[src/hdl/pit_pkg.sv]
package pit_pkg;

   localparam int COORD_WIDTH = 16;
   localparam int DIFF_WIDTH  = COORD_WIDTH + 1;
   localparam int PROD_WIDTH  = 2 * DIFF_WIDTH;
   localparam int DOT_WIDTH   = PROD_WIDTH + 2;
   localparam int LO_WIDTH    = DOT_WIDTH / 2;
   localparam int HI_WIDTH    = DOT_WIDTH - LO_WIDTH;
   localparam int PART_WIDTH  = 2 * (LO_WIDTH + 1);
   localparam int WIDE_WIDTH  = 2 * DOT_WIDTH;
   localparam int NUM_WIDTH   = WIDE_WIDTH + 1;
   localparam int SUM_WIDTH   = WIDE_WIDTH + 2;

   localparam int DOT_STAGES  = 3;
   localparam int MUL_STAGES  = 2;
   localparam int DEC_STAGES  = 2;
   localparam int NUM_STAGES  = DOT_STAGES + MUL_STAGES + DEC_STAGES;

   typedef logic signed [COORD_WIDTH-1:0] coord_type;
   typedef logic signed [DIFF_WIDTH-1:0]  diff_type;
   typedef logic signed [PROD_WIDTH-1:0]  prod_type;
   typedef logic signed [DOT_WIDTH-1:0]   dot_type;
   typedef logic signed [WIDE_WIDTH-1:0]  wide_type;

   typedef struct packed {
      coord_type v0_x;
      coord_type v0_y;
      coord_type v0_z;
      coord_type v1_x;
      coord_type v1_y;
      coord_type v1_z;
      coord_type v2_x;
      coord_type v2_y;
      coord_type v2_z;
      coord_type point_x;
      coord_type point_y;
      coord_type point_z;
   } req_type;

   typedef struct packed {
      logic inside_res;
      logic degenerate;
   } rsp_type;

   typedef struct packed {
      dot_type uu;
      dot_type uv;
      dot_type vv;
      dot_type wu;
      dot_type wv;
   } dots_type;

   typedef struct packed {
      wide_type uvuv;
      wide_type uuvv;
      wide_type uvwv;
      wide_type vvwu;
      wide_type uvwu;
      wide_type uuwv;
   } prods_type;

endpackage

[src/hdl/pit_wide_mul.sv]
module pit_wide_mul (
   input  logic                                  clock,
   input  logic [pit_pkg::MUL_STAGES-1:0]        stage_en,
   input  pit_pkg::dot_type                      a,
   input  pit_pkg::dot_type                      b,
   output pit_pkg::wide_type                     p
);
   import pit_pkg::*;

   logic signed [LO_WIDTH:0]      a_lo;
   logic signed [LO_WIDTH:0]      b_lo;
   logic signed [HI_WIDTH-1:0]    a_hi;
   logic signed [HI_WIDTH-1:0]    b_hi;
   logic signed [PART_WIDTH-1:0]  ll_ff;
   logic signed [PART_WIDTH-1:0]  lh_ff;
   logic signed [PART_WIDTH-1:0]  hl_ff;
   logic signed [PART_WIDTH-1:0]  hh_ff;
   logic signed [PART_WIDTH-1:0]  ll_in;
   logic signed [PART_WIDTH-1:0]  lh_in;
   logic signed [PART_WIDTH-1:0]  hl_in;
   logic signed [PART_WIDTH-1:0]  hh_in;
   wide_type                      p_ff;
   wide_type                      p_in;
   wide_type                      mid;

   // low halves unsigned, high halves signed
   assign a_lo = {1'b0, a[LO_WIDTH-1:0]};
   assign b_lo = {1'b0, b[LO_WIDTH-1:0]};
   assign a_hi = a[DOT_WIDTH-1:LO_WIDTH];
   assign b_hi = b[DOT_WIDTH-1:LO_WIDTH];

   assign ll_in = PART_WIDTH'(a_lo) * PART_WIDTH'(b_lo);
   assign lh_in = PART_WIDTH'(a_lo) * PART_WIDTH'(b_hi);
   assign hl_in = PART_WIDTH'(a_hi) * PART_WIDTH'(b_lo);
   assign hh_in = PART_WIDTH'(a_hi) * PART_WIDTH'(b_hi);

   assign mid  = WIDE_WIDTH'(lh_ff) + WIDE_WIDTH'(hl_ff);
   assign p_in = (WIDE_WIDTH'(hh_ff) <<< (2 * LO_WIDTH)) + (mid <<< LO_WIDTH)
               + WIDE_WIDTH'(ll_ff);

   always_ff @(posedge clock) begin
      if (stage_en[0]) begin
         ll_ff <= ll_in;
         lh_ff <= lh_in;
         hl_ff <= hl_in;
         hh_ff <= hh_in;
      end
      if (stage_en[1]) begin
         p_ff <= p_in;
      end
   end

   assign p = p_ff;

endmodule

[config.mk]
export PLATFORM = sky130hd
export DESIGN_NAME = pit_wide_mul
export DESIGN_NICKNAME = d
export VERILOG_FILES = /design/src/hdl/pit_pkg.sv /design/src/hdl/pit_wide_mul.sv
export SDC_FILE = /design/constraint.sdc
export NUM_CORES = 2
export LEC_CHECK = 0
export ABC_AREA = 1
export BUFFER_PORTS_ARGS = -buffer_cell sky130_fd_sc_hd__buf_2
export CORE_ASPECT_RATIO = 1.5
export CORE_MARGIN = 3
export CORE_UTILIZATION = 29
export CTS_CLUSTER_SIZE = 14
export DETAILED_ROUTE_END_ITERATION = 12
export SYNTH_ARGS = -nofsm -noshare
export SYNTH_HDL_FRONTEND = slang
export SYNTH_SLANG_ARGS = --single-unit
[constraint.sdc]
create_clock -name clock -period 11.2 [get_ports clock]
set_input_delay 2.24 -clock clock [delete_from_list [all_inputs] [get_ports clock]]
set_output_delay 2.24 -clock clock [all_outputs]
set_load 0.005 [all_outputs]
-- Word level (Yosys, flattened, before mapping)
Index checks and enable logic that the tools add are counted.
- register bits: 218
- output and inout bits: 72
- input port bits: 75
- $add $sub $neg: 3
- multiply operators: 4
- operator list (kind ; count):
    $add A72 B37 Y72 ; 1
    $add A72 B56 Y72 ; 1
    $mul A18 B18 Y36 ; 2
    $add A37 B37 Y38 ; 1
    $mul A18 B19 Y37 ; 1
    $mul A19 B18 Y37 ; 1

-- Longest topological paths before layout
- word-level depth: 3
- gate-level depth with buffers: 29
- depth with buffers taken out: 27

-- Worst setup path after synthesis
No wires, ideal clock.
- kind: input to register
- from: input port a[35]
- to: register hh_ff[30], data pin
- data arrival time: 7541 ps
- setup time: 253 ps
- required time: 10947 ps
- path buffers: 2
- setup slack: 3406 ps
- stages on the path: 26
- cell sequence: clkbuf_1 -> buf_1 -> nand2_1 -> inv_1 -> fa_1 -> inv_1 -> fa_1 -> inv_1 -> ha_1 -> inv_1 -> fa_1 -> inv_1 -> fa_1 -> inv_1 -> fa_1 -> inv_1 -> ha_1 -> nand2_1 -> nor2_1 -> inv_1 -> nor2_2 -> nand3_1 -> o221ai_2 -> nand2_1 -> nand3_1 -> nand2_1
- word-level cells in the longest chain between the ends: 1
- ends and longest elaborated chain (what ; line ; source):
    start, declared ; pit_wide_mul.sv:4 ; input pit_pkg::dot_type a,
    $mul A18 B18 Y36 ; pit_wide_mul.sv:35 ; assign hh_in = PART_WIDTH'(a_hi) * PART_WIDTH'(b_hi);
    named net hh_in[30] ; pit_wide_mul.sv:21 ; logic signed [PART_WIDTH-1:0] hh_in;
    end signal, assigned ; pit_wide_mul.sv:46 ; hh_ff <= hh_in;
    end, declared ; pit_wide_mul.sv:17 ; logic signed [PART_WIDTH-1:0] hh_ff;
The timed path passes the listed nets, and every way through them passes these cells.
A chain may end at the register's enable or synchronous reset.

-- Worst setup path after layout
- from: input port b[21]
- to: register hh_ff[31], data pin
- word-level cells in the longest chain between the ends: 1
- ends and longest elaborated chain (what ; line ; source):
    start, declared ; pit_wide_mul.sv:5 ; input pit_pkg::dot_type b,
    $mul A18 B18 Y36 ; pit_wide_mul.sv:35 ;
    named net hh_in[31] ; pit_wide_mul.sv:21 ;
The timed path passes the listed nets, and every way through them passes these cells.

==> flow_summary.json <==
{
  "fp.dieH_um": 562,
  "netlist_area_mm2": 0.0597,
  "slew-limit-headroom": 0.210,
  "num-nets-final": 9229,
  "clock_skew_ns": 0.0286,
  "yosysWarningCount": 0,
  "cts_made_buffers": 28,
  "synthesis.instances": 7556,
  "fin_crit_ns": 8.16,
  "critPathKind": "in2reg",
  "grt_setup_unrepaired": "no",
  "drt_iter0_drc": 2416,
  "routed_via_density": 4.64,
  "clk_pin_slew_ns": 0.07,
  "drtAntennaViolNets": 0,
  "overflow": 0,
  "postPlaceCellArea_mm2": 0.0631,
  "die_area_mm2": 0.211,
  "cp.required_ns": 11.56,
  "clock_latency_ns": 0.62,
  "finalSetupViolCount": 0,
  "post_cts_buffers": 0,
  "ctsResizeCount": 0,
  "fillCellCount": 21700,
  "end_kind": "flop",
  "synth-seq-cells": 218,
  "drc": 0,
  "crit_buf_inv": 6,
  "fin_area_mm2": 0.0641,
  "area_growth_pct": 7.37,
  "fin_crit_sh": 0.729,
  "synth-seq-area-share": 0.110,
  "synth_fp_nets": 9289,
  "synth_area_per_cell_um2": 7.90,
  "clockRootBuffer": "clkbuf_16",
  "async_flop_share": 0,
  "tns_ns": 0,
  "critPathTopFamily": "adder cells",
  "initial_core_util": 0.292,
  "postRouteWirelength_um": 188000,
  "fmax_mhz": 123,
  "holdBufCountCts": 0,
  "core_mm2": 0.204,
  "status": "finished clean",
  "clockBufferDepth": 3,
  "synth-edff-count": 218,
  "antenna_found_initial": 18,
  "grt_pass1_vias": 52100,
  "port_buffers": 146,
  "crit_path_top_delay_cell": "fa_1",
  "hold_viol_final": 0,
  "slowest_delay_ns": 0.88,
  "grt_util_all_layers": 0.179,
  "cts_sinks": 218,
  "path_cells": "buf_2 -> buf_4 -> nand2_1 -> fa_1 -> inv_1 -> fa_1 -> fa_1 -> fa_1 -> fa_1 -> inv_1 -> fa_1 -> inv_1 -> ha_1 -> nand2_1 -> nor2_1 -> inv_1 -> nor3_1 -> o21ai_0 -> nand4_1 -> nand2_1",
  "grt_pass1_wl_um": 293000,
  "synth_cell_types": 55,
  "die_x_um": 376,
  "rows": 203,
  "htree_levels": 1,
  "cp.arrival_ns": 8.52,
  "cpMostUsedCell": "fa_1",
  "vias": 47300,
  "path_max_fanout": 19,
  "drv_slew": 0,
  "hold_path.class": "reg2reg",
  "wire_per_inst_um": 18.4,
  "cts_tree": "yes",
  "drive_above_1_share": 0.0531,
  "crit_path_start_kind": "input pin",
  "num_io_pins": 147,
  "cap_violations": 0,
  "first_pass_iters": 5,
  "worst_slew_pin_slew_ns": 1.19,
  "synthFlopType": "edfxtp_1",
  "hpwl_um": 154000,
  "grt_max_degree": 67,
  "place_congestion": 0.927
}
state kept, by name, indices dropped and copies added, names as in the netlist:
register and cells:
lh_ff 37, ll_ff 36, hh_ff 36, hl_ff 37, p 72
layout by cell type (no fill, tap or decap), types with 32 or more instances in the layout:
master	instances
inv_1	2199
a31oi_1	32
xor2_1	125
edfxtp_1	218
nand2_1	1807
xnor2_1	62
fa_1	1099
a21oi_1	247
buf_2	144
nand4_1	32
ha_1	559
nand3_1	130
o21ai_0	134
buf_4	52
nor2_1	334
cell families (layout without fill, tap and decap cells):
kind of cell               count (synthesis)  in the layout  share of synthesized area
adders and majority gates               1658           1658                      0.486
DFF                                      218            218                      0.110
and+or+nand+nor                         2432           2432                      0.164
xor gates and xnor gates                 187            187                     0.0274
AOI/OAI and AO/OA                        568            568                     0.0565
other                                      0              9                          0
buffers and inverters                   2493           2455                      0.157
final timing paths:
path / from / endpoint / slack (ns) / cells after the start
min reg2reg: ll_ff[6]$_DFFE_PP_ / p[6]$_DFFE_PP_ / 0.42 / 0
max reg2reg: lh_ff[27]$_DFFE_PP_ / p[59]$_DFFE_PP_ / 6.36 / 16
min: ll_ff[6]$_DFFE_PP_ / p[6]$_DFFE_PP_ / 0.42 / 0
max: b[21] / hh_ff[31]$_DFFE_PP_ / 3.04 / 20
routing by layer:
metal | part of all wire | GRT usage | vias up
met1 | 0.39 | 0.205 | 23700
met2 | 0.52 | 0.335 | 1320
met4 | 0.047 | 0.0727 | 10
li1 | - | - | 21800
met3 | 0.047 | 0.0187 | 395
met5 | 0.00045 | 0 | -
Yosys cell counts, drive strengths merged, types with 3 or more instances:
cell    instances  area share
a21boi         12      0.0017
nand3b          6     0.00075
xor2          125       0.018
or2            23      0.0024
fa           1099        0.37
nor3           30      0.0032
xnor2          62      0.0091
o21bai         30      0.0040
ha            559        0.12
nor2          357       0.024
nand3         134       0.012
buf             3     0.00021
a31oi          32      0.0034
and3            5     0.00052
nor4            4     0.00084
nand4          33      0.0036
o221ai          7      0.0011
edfxtp        218        0.11
a21o           27      0.0034
clkbuf        284       0.018
o211ai          4     0.00059
a21oi         266       0.024
o21a           11      0.0014
nand2        1837        0.12
inv          2205        0.14
o21ai         173       0.016
worst register-to-register path: stages (launching register included):
cell and delay, ns:
edfxtp_1 0.52, ha_1 0.51, nand2_1 0.11, nor2_1 0.19
inv_1 0.11, nor4_2 0.37, nand3_1 0.14, nand3_1 0.19
xor2_1 0.41, ha_1 0.34, inv_1 0.12, o21ai_0 0.31
a21oi_1 0.14, o21ai_0 0.48, nor2_1 0.15, nand3_1 0.23
xor2_1 0.30
final cells by class:
| type | count | area, µm² | share of cell area |
|---|---|---|---|
| flip-flops and latches | 218 | 6550 | 0.102 |
| multi-input cells | 4845 | 43800 | 0.683 |
| inverters | 2206 | 8280 | 0.129 |
| well taps | 2665 | 3330 | 0.0520 |
| clock buffers | 29 | 704 | 0.0110 |
| diodes | 9 | 22.5 | 0.000351 |
| repair buffers | 197 | 1120 | 0.0175 |
| clock inverters | 23 | 294 | 0.00459 |
through the flow:
stage,util,hold slack [ns],setup slack (ns),instances
after floorplan,-,0.400,3.41,7556
after global placement,0.309,0.407,2.53,10100
after detailed placement,0.309,0.407,2.46,10100
after CTS,0.314,0.421,3.11,10200
after global routing,0.314,0.433,2.70,10200
final,0.314,0.421,3.04,10200
Power is not shown: default switching activity piles up to over one toggle a cycle in this logic, so the estimate is an artifact.
