$ cat config.mk
export PLATFORM = sky130hd
export DESIGN_NAME = pit_decide
export DESIGN_NICKNAME = d
export VERILOG_FILES = /design/src/hdl/pit_pkg.sv /design/src/hdl/pit_decide.sv
export SDC_FILE = /design/constraint.sdc
export NUM_CORES = 1
export LEC_CHECK = 0
export BUFFER_PORTS_ARGS = -buffer_cell sky130_fd_sc_hd__buf_2
export CAP_MARGIN = 20
export CORE_ASPECT_RATIO = 1.2
export CORE_MARGIN = 2
export CORE_UTILIZATION = 60
export CTS_CLUSTER_SIZE = 10
export DETAILED_ROUTE_END_ITERATION = 8
export GPL_TIMING_DRIVEN = 0
export PLACE_DENSITY = 0.82
export SYNTH_ARGS = -nofsm -noshare
export SYNTH_HDL_FRONTEND = slang
export SYNTH_SLANG_ARGS = --single-unit
$ cat constraint.sdc
create_clock -name clock -period 9.6 [get_ports clock]
set_input_delay 0 -clock clock [delete_from_list [all_inputs] [get_ports clock]]
set_output_delay 0 -clock clock [all_outputs]
set_load 0.05 [all_outputs]
$ cat src/hdl/pit_pkg.sv
package pit_pkg;

   localparam int COORD_WIDTH = 16;
   localparam int DIFF_WIDTH  = COORD_WIDTH + 1;
   localparam int PROD_WIDTH  = 2 * DIFF_WIDTH;
   localparam int DOT_WIDTH   = PROD_WIDTH + 2;
   localparam int LO_WIDTH    = DOT_WIDTH / 2;
   localparam int HI_WIDTH    = DOT_WIDTH - LO_WIDTH;
   localparam int PART_WIDTH  = 2 * (LO_WIDTH + 1);
   localparam int WIDE_WIDTH  = 2 * DOT_WIDTH;
   localparam int NUM_WIDTH   = WIDE_WIDTH + 1;
   localparam int SUM_WIDTH   = WIDE_WIDTH + 2;

   localparam int DOT_STAGES  = 3;
   localparam int MUL_STAGES  = 2;
   localparam int DEC_STAGES  = 2;
   localparam int NUM_STAGES  = DOT_STAGES + MUL_STAGES + DEC_STAGES;

   typedef logic signed [COORD_WIDTH-1:0] coord_type;
   typedef logic signed [DIFF_WIDTH-1:0]  diff_type;
   typedef logic signed [PROD_WIDTH-1:0]  prod_type;
   typedef logic signed [DOT_WIDTH-1:0]   dot_type;
   typedef logic signed [WIDE_WIDTH-1:0]  wide_type;

   typedef struct packed {
      coord_type v0_x;
      coord_type v0_y;
      coord_type v0_z;
      coord_type v1_x;
      coord_type v1_y;
      coord_type v1_z;
      coord_type v2_x;
      coord_type v2_y;
      coord_type v2_z;
      coord_type point_x;
      coord_type point_y;
      coord_type point_z;
   } req_type;

   typedef struct packed {
      logic inside_res;
      logic degenerate;
   } rsp_type;

   typedef struct packed {
      dot_type uu;
      dot_type uv;
      dot_type vv;
      dot_type wu;
      dot_type wv;
   } dots_type;

   typedef struct packed {
      wide_type uvuv;
      wide_type uuvv;
      wide_type uvwv;
      wide_type vvwu;
      wide_type uvwu;
      wide_type uuwv;
   } prods_type;

endpackage

$ cat src/hdl/pit_decide.sv
module pit_decide (
   input  logic                                  clock,
   input  logic [pit_pkg::DEC_STAGES-1:0]        stage_en,
   input  pit_pkg::prods_type                    prods,
   output pit_pkg::rsp_type                      result
);
   import pit_pkg::*;

   logic signed [NUM_WIDTH-1:0] d_ff;
   logic signed [NUM_WIDTH-1:0] sn_ff;
   logic signed [NUM_WIDTH-1:0] tn_ff;
   logic signed [SUM_WIDTH-1:0] st_ff;
   logic signed [NUM_WIDTH-1:0] d_in;
   logic signed [NUM_WIDTH-1:0] sn_in;
   logic signed [NUM_WIDTH-1:0] tn_in;
   logic signed [SUM_WIDTH-1:0] st_in;
   logic                        degen;
   rsp_type                     result_ff;
   rsp_type                     result_in;

   assign d_in  = NUM_WIDTH'(prods.uvuv) - NUM_WIDTH'(prods.uuvv);
   assign sn_in = NUM_WIDTH'(prods.uvwv) - NUM_WIDTH'(prods.vvwu);
   assign tn_in = NUM_WIDTH'(prods.uvwu) - NUM_WIDTH'(prods.uuwv);
   assign st_in = SUM_WIDTH'(prods.uvwv) - SUM_WIDTH'(prods.vvwu)
                + SUM_WIDTH'(prods.uvwu) - SUM_WIDTH'(prods.uuwv);

   // d is never positive, so the tests work on numerators against d
   assign degen = (d_ff == '0);
   assign result_in.degenerate = degen;
   assign result_in.inside_res = !degen && (sn_ff <= 0) && (sn_ff >= d_ff)
                               && (tn_ff <= 0) && (st_ff >= SUM_WIDTH'(d_ff));

   always_ff @(posedge clock) begin
      if (stage_en[0]) begin
         d_ff  <= d_in;
         sn_ff <= sn_in;
         tn_ff <= tn_in;
         st_ff <= st_in;
      end
      if (stage_en[1]) begin
         result_ff <= result_in;
      end
   end

   assign result = result_ff;

endmodule

=== After elaboration in Yosys (flattened, before gate mapping) ===
Index checks and enable logic that the tools add are counted.

* Add/subtract/negate cells: 6
* Order comparisons: 4
* Reductions and logical operators: 6

{| class="wikitable"
|+ Operators with widths
! cell !! count
|-
| 72-bit by 72-bit subtractor with 73-bit output || 4
|-
| 73-bit by 1-bit less-or-equal comparator with 1-bit output, second input constant || 2
|-
| 73-bit by 72-bit adder with 74-bit output || 1
|-
| 74-bit by 73-bit greater-or-equal comparator with 1-bit output || 1
|-
| 74-bit by 72-bit subtractor with 74-bit output || 1
|-
| 73-bit greater-or-equal comparator || 1
|-
| 73-bit zero test || 1
|-
| 1-bit logical AND || 4
|-
| 1-bit zero test || 1
|}

* Bits of input ports: 435
* Output and inout bits: 2
* Word-level logic and storage cells: 22
* Bits in registers: 295

=== Longest topological paths before layout ===
Gate-level depths: netlist of the first run.

* Depth in word-level cells: 6
* Depth in mapped cells: 18
* Mapped depth without buffers: 18

=== Least setup slack after synthesis of the first run ===
No wires, ideal clock.

* Kind: input-to-reg
* Start: input prods[0] in the netlist's numbering
* End: register st_ff[68], data pin
* Slack: 5.561 ns
* Arrival: 3.784 ns
* Required time: 9.345 ns
* Path buffers: 0
* Cell stages on the path: 18
* Library setup time: 0.255 ns
* Cells stage by stage: inv_1 > fa_1 > inv_1 > fa_1 > inv_1 > ha_1 > inv_1 > fa_1 > nor2b_4 > o31a_1 > o31a_1 > o2111a_1 > a21oi_4 > a2111oi_2 > a21o_1 > a31o_4 > or4_1 > and3_1

* Word-level cells in the longest chain between the ends: 1

{| class="wikitable"
|+ Ends and longest elaborated chain
! element !! RTL line !! RTL
|-
| start: declaration || pit_decide.sv:4 || <nowiki>input pit_pkg::prods_type prods,</nowiki>
|-
| 74-bit by 72-bit subtractor with 74-bit output || pit_decide.sv:25 || <nowiki>+ SUM_WIDTH'(prods.uvwu) - SUM_WIDTH'(prods.uuwv);</nowiki>
|-
| via st_in[68] || pit_decide.sv:16 || <nowiki>logic signed [SUM_WIDTH-1:0] st_in;</nowiki>
|-
| end signal: assignment || pit_decide.sv:38 || <nowiki>st_ff <= st_in;</nowiki>
|-
| end: declaration || pit_decide.sv:12 || <nowiki>logic signed [SUM_WIDTH-1:0] st_ff;</nowiki>
|}

The timed path passes the listed nets, and every way through them passes these cells.
A chain may end at the register's enable or synchronous reset.

=== Final worst setup path of the first run ===
* Start: input prods[79] in the netlist's numbering
* End: register st_ff[73], data pin

* Word-level cells in the longest chain between the ends: 2

{| class="wikitable"
|+ Ends and longest elaborated chain
! element !! RTL line
|-
| 73-bit by 72-bit adder with 74-bit output || pit_decide.sv:25
|-
| 74-bit by 72-bit subtractor with 74-bit output || pit_decide.sv:25
|-
| via st_in[73] || pit_decide.sv:16
|}

The timed path passes the listed nets, and every way through them passes these cells.

==> qor.yml, run 1 <==
run_status:
  outcome: "finished, violations left"
  violations: "design-rule violations, negative hold slack"
final_layout:
  synthToLayoutAreaGrowth_pct: 13.5
  final_common_cell: "inv_1"
  most-common-layout-cells: "655 x inv_1, 442 x buf_2, 437 x ha_1, 409 x a21oi_1, 295 x edfxtp_1"
  drive_gt1_frac: 0.113
  fillers: 4907
  regArea_um2: 8860
  multi_input_area_um2: 23600
  fin_nets: 5691
synth:
  syn_nets: 5167
  ys_types: 85
  syn_inst: 4147
  synth-edff-count: 295
  ys_seq_area_frac: 0.250
  ys.flop_type: "edfxtp_1"
  postSynth.asyncResetShare: 0
  avgSynthCellArea_um2: 8.55
  ys_ff_latch: 295
  yosys_warnings: 0
  synth_area_um2: 35500
timing:
  hold-worst-slack_ns: -0.0136
  slew_headroom: 0.152
  finalCriticalPeriod_ns: 4.86
  worst_pin_slew_ns: 1.26
  fin_crit_sh: 0.506
  fin_setup_tns_ns: 0
  rsz0062_at_grt: "false"
  worst_slack_ns: 4.74
  worst_clock_skew_ns: 0.0306
  setup-violations-final: 0
  hold_viol: 3
  maxSlewViolCount: 0
  max_freq_mhz: 206
floorplan:
  io_pins: 437
  rows: 97
  dieHeight_um: 270
  start_util: 0.608
  die_w_um: 226
  dieArea_um2: 61100
  core_um2: 58400
detailed_routing:
  totalWireLength_um: 118000
  vias_per_cell: 6.09
  drt_iter0_drc: 2616
  antenna_left: 0
  avgRoutedWirePerCell_um: 21.5
  vias: 33424
  drtPass1Iterations: 8
  route.detailed.drc: 2
clock_tree:
  cts_buffers: 37
  htreeDepth: 2
  cts_tree: "built"
  cts_resized: 0
  path_clk_slew_ns: 0.05
  cts_buffer_depth: 3
  cts-root-buf: "clkbuf_16"
  cts.sinks: 295
  insertion_delay_ns: 0.60
global_route:
  antenna_found_initial: 13
  grt_usage: 0.377
  grt_pass1_vias: 32836
  grt_pass1_wl_um: 175000
  gr-total-overflow: 0
  grt_max_degree: 132
pwr:
  p_int_uw: 4090
  swShare: 0.422
  comb_power_share: 0.524
  power.density_nw_per_um2: 176
  power.switching_uw: 2980
  power_leakage_uw: 0.0195
  ir_worst_vdd_v: 0.000155
  clock_power_share: 0.182
  power_frac_seq: 0.294
critical_path:
  cp-start-kind: "primary input"
  reg2reg_from: "d_ff[55]"
  slowest_stage: "dlygate4sd3_1"
  reg2reg_to: "result[1]"
  reg2reg_slack_ns: 5.76
  path_cells: "dlygate4sd3_1, buf_2, inv_1, fa_1, fa_1, inv_1, ha_1, and3_1, and3_1, a211o_1, o211ai_1, a31oi_1, o21ai_0, nor2b_1, nor3_1, o21ai_0, xnor2_1"
  worstSetupPathType: "primary input to flop"
  critPathRequiredTime_ns: 9.91
  cpPeakStageDelay_ns: 0.53
  worstPathArrival_ns: 5.16
  r2r_cells: 10
  crit_path_end_kind: "flop"
  cp_max_fo: 6
  startpoint: "prods[79]"
worst_hold_path:
  hold_path_depth: 5
  hold_path_end: "d_ff[71]"
  worstHoldStart: "prods[359]"
  hp-class: "primary input to flop"
placement:
  pre_cts_ws_ns: 4.89
  place_congestion: 1.00
  numPortBuffers: 436
  dpl.hpwl_um: 99600
flow_run:
  drv_cap: 0
## cells in the mapped netlist, types with 8 or more instances
master | number | area share
o21bai_1 | 71 | 0.015
nor2b_1 | 44 | 0.0078
o211ai_1 | 15 | 0.0032
clkbuf_1 | 126 | 0.013
a31oi_1 | 39 | 0.0069
nand2_1 | 241 | 0.026
ha_1 | 437 | 0.15
a21boi_0 | 12 | 0.0025
a2111oi_0 | 9 | 0.0022
and2_1 | 12 | 0.0021
a221oi_1 | 9 | 0.0022
and4_1 | 17 | 0.0042
a21o_1 | 234 | 0.050
o31a_1 | 15 | 0.0037
inv_1 | 655 | 0.069
o21ai_0 | 207 | 0.029
a211oi_1 | 25 | 0.0053
and3_1 | 35 | 0.0062
a211o_1 | 8 | 0.0020
nor3b_1 | 9 | 0.0019
a21oi_1 | 409 | 0.058
a221o_1 | 8 | 0.0023
nor2_1 | 200 | 0.021
xor2_1 | 107 | 0.026
nor4_1 | 71 | 0.013
or4_1 | 8 | 0.0017
edfxtp_1 | 295 | 0.25
o21ai_1 | 19 | 0.0027
nand4_1 | 129 | 0.023
o31ai_1 | 28 | 0.0059
nand2b_1 | 47 | 0.0083
a311oi_1 | 12 | 0.0030
xnor2_1 | 142 | 0.035
o221ai_1 | 9 | 0.0022
nor3_1 | 64 | 0.0090
nand3_1 | 66 | 0.0093
or2_2 | 11 | 0.0019
or3_1 | 13 | 0.0023
fa_1 | 148 | 0.084
o21a_1 | 40 | 0.0085
## per-stage QoR
stage | instances | util | hold slack [ns] | power, uW | cell area, um2
6_report | 5486 | 0.690 | -0.0136 | 7070 | 40300
5_1_grt | 5483 | 0.690 | 0.000956 | 7500 | 40300
4_1_cts | 5473 | 0.689 | 0.000654 | 7000 | 40200
3_5_place_dp | 5378 | 0.663 | 0.219 | 5680 | 38700
3_3_place_gp | 5375 | 0.662 | 0.218 | 5600 | 38600
2_1_floorplan | 4147 | - | 0.112 | 4520 | 35500
## cells by family after synthesis
group           Yosys count  synth area share
xor+xnor                249            0.0615
compound gates         1234             0.223
simple gates            987             0.142
fa+ha+maj               585             0.238
flops                   295             0.250
mux                       8           0.00233
buf+inv                 789            0.0839
## repair_timing
item,CTS,global route
hold buffers,46,0
buffers inserted,0,0
endpoints found under the hold margin,112,0
## worst max-delay path: cells and delay by family
family	cells	cell delay, ns
compound gates	5	1.82
buf+inv	4	0.89
xor+xnor	1	0.19
simple gates	4	0.88
fa+ha+maj	3	1.35
## power by group through the flow
stage / clock network [uW] / logic, uW / registers [uW]
final: 1280 / 3700 / 2080
after global routing: 1340 / 4060 / 2100
after global placement: 0 / 3500 / 2100
after floorplan: 0 / 2530 / 2000
after CTS: 1290 / 3630 / 2080
after detailed placement: 0 / 3580 / 2100
## sequential cells by signal, indices dropped and copies added, names as in the netlist
name	cells
st_ff	74
d_ff	73
sn_ff	73
tn_ff	73
result	2
## metal layers
layer	share of wire	up-vias	track usage	wire, um
li1	-	15840	-	-
met1	0.35	15663	0.402	41200
met2	0.50	1433	0.660	58600
met3	0.064	488	0.0567	7550
met4	0.089	0	0.296	10500
met5	0	-	0	0
## worst max-delay path by stage
| stage | to | slack, ns | cells after the start |
|---|---|---|---|
| 3_5_place_dp | st_ff[67] | 4.89 | 17 |
| 5_1_grt | st_ff[73] | 4.60 | 17 |
| 4_1_cts | st_ff[69] | 5.03 | 17 |
| 6_report | st_ff[73] | 4.74 | 17 |
| 2_1_floorplan | st_ff[68] | 5.56 | 18 |
| 3_3_place_gp | st_ff[68] | 4.53 | 1 |
## layout make-up
class                   instances  share of cell area
diodes                         13            0.000808
plain buffers                 134              0.0129
clock buffers                  40              0.0233
clock inverters                 9             0.00308
inverters                     655              0.0611
multi-input cells            3063               0.587
flip-flops and latches        295               0.220
well taps                     792              0.0246
repair buffers                485              0.0674
Note: power is estimated with default switching activity, not from simulation.
==> inputs of run 2 (changes only) <==
--- a/config.mk
+++ b/config.mk
@@ -9,11 +9,11 @@
 export CAP_MARGIN = 20
 export CORE_ASPECT_RATIO = 1.2
 export CORE_MARGIN = 2
-export CORE_UTILIZATION = 60
+export CORE_UTILIZATION = 55
 export CTS_CLUSTER_SIZE = 10
 export DETAILED_ROUTE_END_ITERATION = 8
 export GPL_TIMING_DRIVEN = 0
-export PLACE_DENSITY = 0.82
+export PLACE_DENSITY = 0.79
 export SYNTH_ARGS = -nofsm -noshare
 export SYNTH_HDL_FRONTEND = slang
 export SYNTH_SLANG_ARGS = --single-unit
==> constraint.sdc (replaced) <==
create_clock -name clock -period 4.45 [get_ports clock]
set_input_delay 0 -clock clock [delete_from_list [all_inputs] [get_ports clock]]
set_output_delay 0 -clock clock [all_outputs]
set_load 0.05 [all_outputs]
==> qor.yml, run 2 (same netlist as run 1, synthesis figures left out) <==
run_status:
  outcome: "completed"
final_layout:
  drive_gt1_frac: 0.115  # +0.00131
  regMostFlops: "st_ff"
  final_common_cell: "inv_1"
  fin_area_um2: 40300  # +0.13%
  fin_nets: 5693  # +0.035%
  most-common-layout-cells: "655 x inv_1, 442 x buf_2, 437 x ha_1, 409 x a21oi_1, 295 x edfxtp_1"
  synthToLayoutAreaGrowth_pct: 13.7
  fillers: 5759  # +17%
  layout.cells.non_filler: 5528  # +0.77%
  utilization: 0.628  # -0.0617
  largest_register_ffs: 74  # unchanged
clock_tree:
  cts_tree: "built"
  path_clk_slew_ns: 0.06  # about the same
  htreeDepth: 2  # unchanged
  insertion_delay_ns: 0.58  # -0.02 ns
  cts.sinks: 295  # unchanged
  cts_buffer_depth: 3  # unchanged
  cts_buffers: 36  # -2.7%
  cts-root-buf: "clkbuf_16"
detailed_routing:
  maxUsedRoutingLayer: "met5"
  vias_per_cell: 6.04  # -0.94%
  totalWireLength_um: 120000  # +1.6%
  drt_iter0_drc: 2408  # -8.0%
  wl_met1_um: 43500  # +5.7%
  wl_met2_um: 59800  # +2.1%
  avgRoutedWirePerCell_um: 21.6  # +0.83%
  vias: 33362  # -0.19%
  route.detailed.drc: 0  # -2
  antenna_left: 0  # unchanged
  drtPass1Iterations: 5  # -3
  wl_met3_um: 6480  # -14%
floorplan:
  io_pins: 437  # unchanged
  dieArea_um2: 66500  # +8.9%
  dieHeight_um: 282  # +4.4%
  rows: 102  # +5.2%
  core_um2: 64200  # +10%
  start_util: 0.552  # -0.0551
  die_w_um: 236  # +4.4%
pwr:
  comb_power_share: 0.528  # +0.004
  power_leakage_uw: 0.0194  # about the same
  swShare: 0.424  # +0.00261
  p_int_uw: 8720  # +110%
  total_power_uw: 15100  # +110%
  ir_worst_vdd_v: 0.000341  # +120%
  power.switching_uw: 6430  # +120%
  clock_power_share: 0.174  # -0.008
  power.density_nw_per_um2: 376  # +110%
  power_frac_seq: 0.298  # +0.004
critical_path:
  reg2reg_from: "sn_ff[54]"
  worstSetupPathType: "primary input to flop"
  cp-start-kind: "primary input"
  slowest_stage: "dlygate4sd3_1"
  reg2reg_to: "result[1]"
  cp_max_fo: 7  # +1
  reg2reg_slack_ns: 0.74  # -5.02 ns
  worstPathArrival_ns: 4.69  # -0.47 ns
  r2r_cells: 9  # -1
  crit_family: "compound AO/OA/AOI/OAI gates"
  critPathRequiredTime_ns: 4.77  # -5.14 ns
  path_cells: "dlygate4sd3_1, buf_2, inv_1, fa_1, fa_1, inv_1, ha_1, nor2b_4, o31a_1, o31a_1, o2111a_1, a21oi_4, a2111oi_2, a21o_1, a31o_4, or4_1, and3_1"
  cpPeakStageDelay_ns: 0.53  # about the same
  crit_path_end_kind: "flop"
  cp_num_buf_inv: 4  # unchanged
placement:
  place_congestion: 1.04  # +3.7%
  placedCellCount: 5418  # +0.74%
  place_area_um2: 38800  # +0.13%
  pre_cts_ws_ns: -0.214  # -5.11 ns
  dpl.hpwl_um: 102000  # +2.2%
  numPortBuffers: 436  # unchanged
global_route:
  gr-total-overflow: 0  # unchanged
  grt_pass1_wl_um: 178000  # +1.5%
  antenna_found_initial: 16  # +3
  grt_max_degree: 126  # -4.5%
  grt_pass1_vias: 32582  # -0.77%
  grt_usage: 0.348  # -0.0281
timing:
  finalCriticalPeriod_ns: 4.37
  slew_headroom: 0.230  # +0.0780
  max_freq_mhz: 229
  fin_crit_sh: 0.981
  hold_viol: 0  # -3
  worst_clock_skew_ns: 0.0260  # -0.00456 ns
  setup-violations-final: 0  # unchanged
  worst_slack_ns: 0.0845  # -4.66 ns
  worst_pin_slew_ns: 1.14  # -0.116 ns
  maxSlewViolCount: 0  # unchanged
worst_hold_path:
  hold_path_depth: 4  # -1
  hp-class: "primary input to flop"
  worstHoldStart: "prods[72]"
  hold_path_end: "tn_ff[0]"
flow_run:
  drv_cap: 0  # unchanged
==> run 2: metal layers <==
metal,global-route usage,vias up
met5,0,-
met4,0.257,2
met3,0.0429,450
met2,0.629,1330
met1,0.378,15765
li1,-,15815
==> run 2: area by class of cell <==
| cell class | count | area (um2) | share of cell area |
|---|---|---|---|
| Antenna cell | 16 | 40.0 | 0.000993 |
| Inverter | 655 | 2460 | 0.0610 |
| Multi-Input combinational cell | 3063 | 23700 | 0.587 |
| Clock inverter | 8 | 100 | 0.00248 |
| Tap cell | 832 | 1040 | 0.0258 |
| Timing Repair Buffer | 488 | 2740 | 0.0680 |
| Buffer | 134 | 518 | 0.0128 |
| Sequential cell | 295 | 8860 | 0.220 |
| Clock buffer | 37 | 905 | 0.0224 |
==> run 2: worst max-delay path by stage <==
stage / from / end / depth (start not counted)
floorplan: prods[0] / st_ff[68] / 18
global placement: stage_en[0] / st_ff[67] / 1
detailed placement: prods[0] / st_ff[40] / 19
CTS: prods[77] / st_ff[69] / 17
global route: prods[77] / st_ff[69] / 17
finish: prods[74] / st_ff[68] / 17
==> run 2: what timing repair did <==
item,CTS,global route
hold endpoints to repair,102,0
buffers inserted,0,1
hold buffers,48,0
endpoints found under the setup margin,0,6
gates resized for setup,0,7
==> run 2: power by group through the flow <==
stage | Sequential (uW) | Clock, uW | Combinational (uW)
2_1_floorplan | 4310 | 0 | 5450
4_1_cts | 4500 | 2680 | 7860
6_report | 4510 | 2630 | 8000
3_5_place_dp | 4550 | 0 | 7750
5_1_grt | 4540 | 2780 | 8790
3_3_place_gp | 4550 | 0 | 7610
==> run 2: metrics by stage <==
step                      hold slack (ns)  setup TNS (ns)
after global routing               0.0231         -0.0315
after CTS                         0.00264               0
after detailed placement            0.223           -1.14
after global placement              0.218         -172.51
final                              0.0141               0
after floorplan                     0.112               0
==> run 2: worst register-to-register path, stage by stage, from the launching register on <==
cell and delay [ns]:
edfxtp_1 0.42, ha_1 0.34, nand4_1 0.18, nor4_1 0.71, nand4_1 0.30, a21oi_1 0.49, o21ai_0 0.19, a31oi_1 0.21
a211o_1 0.11, nor4bb_1 0.49
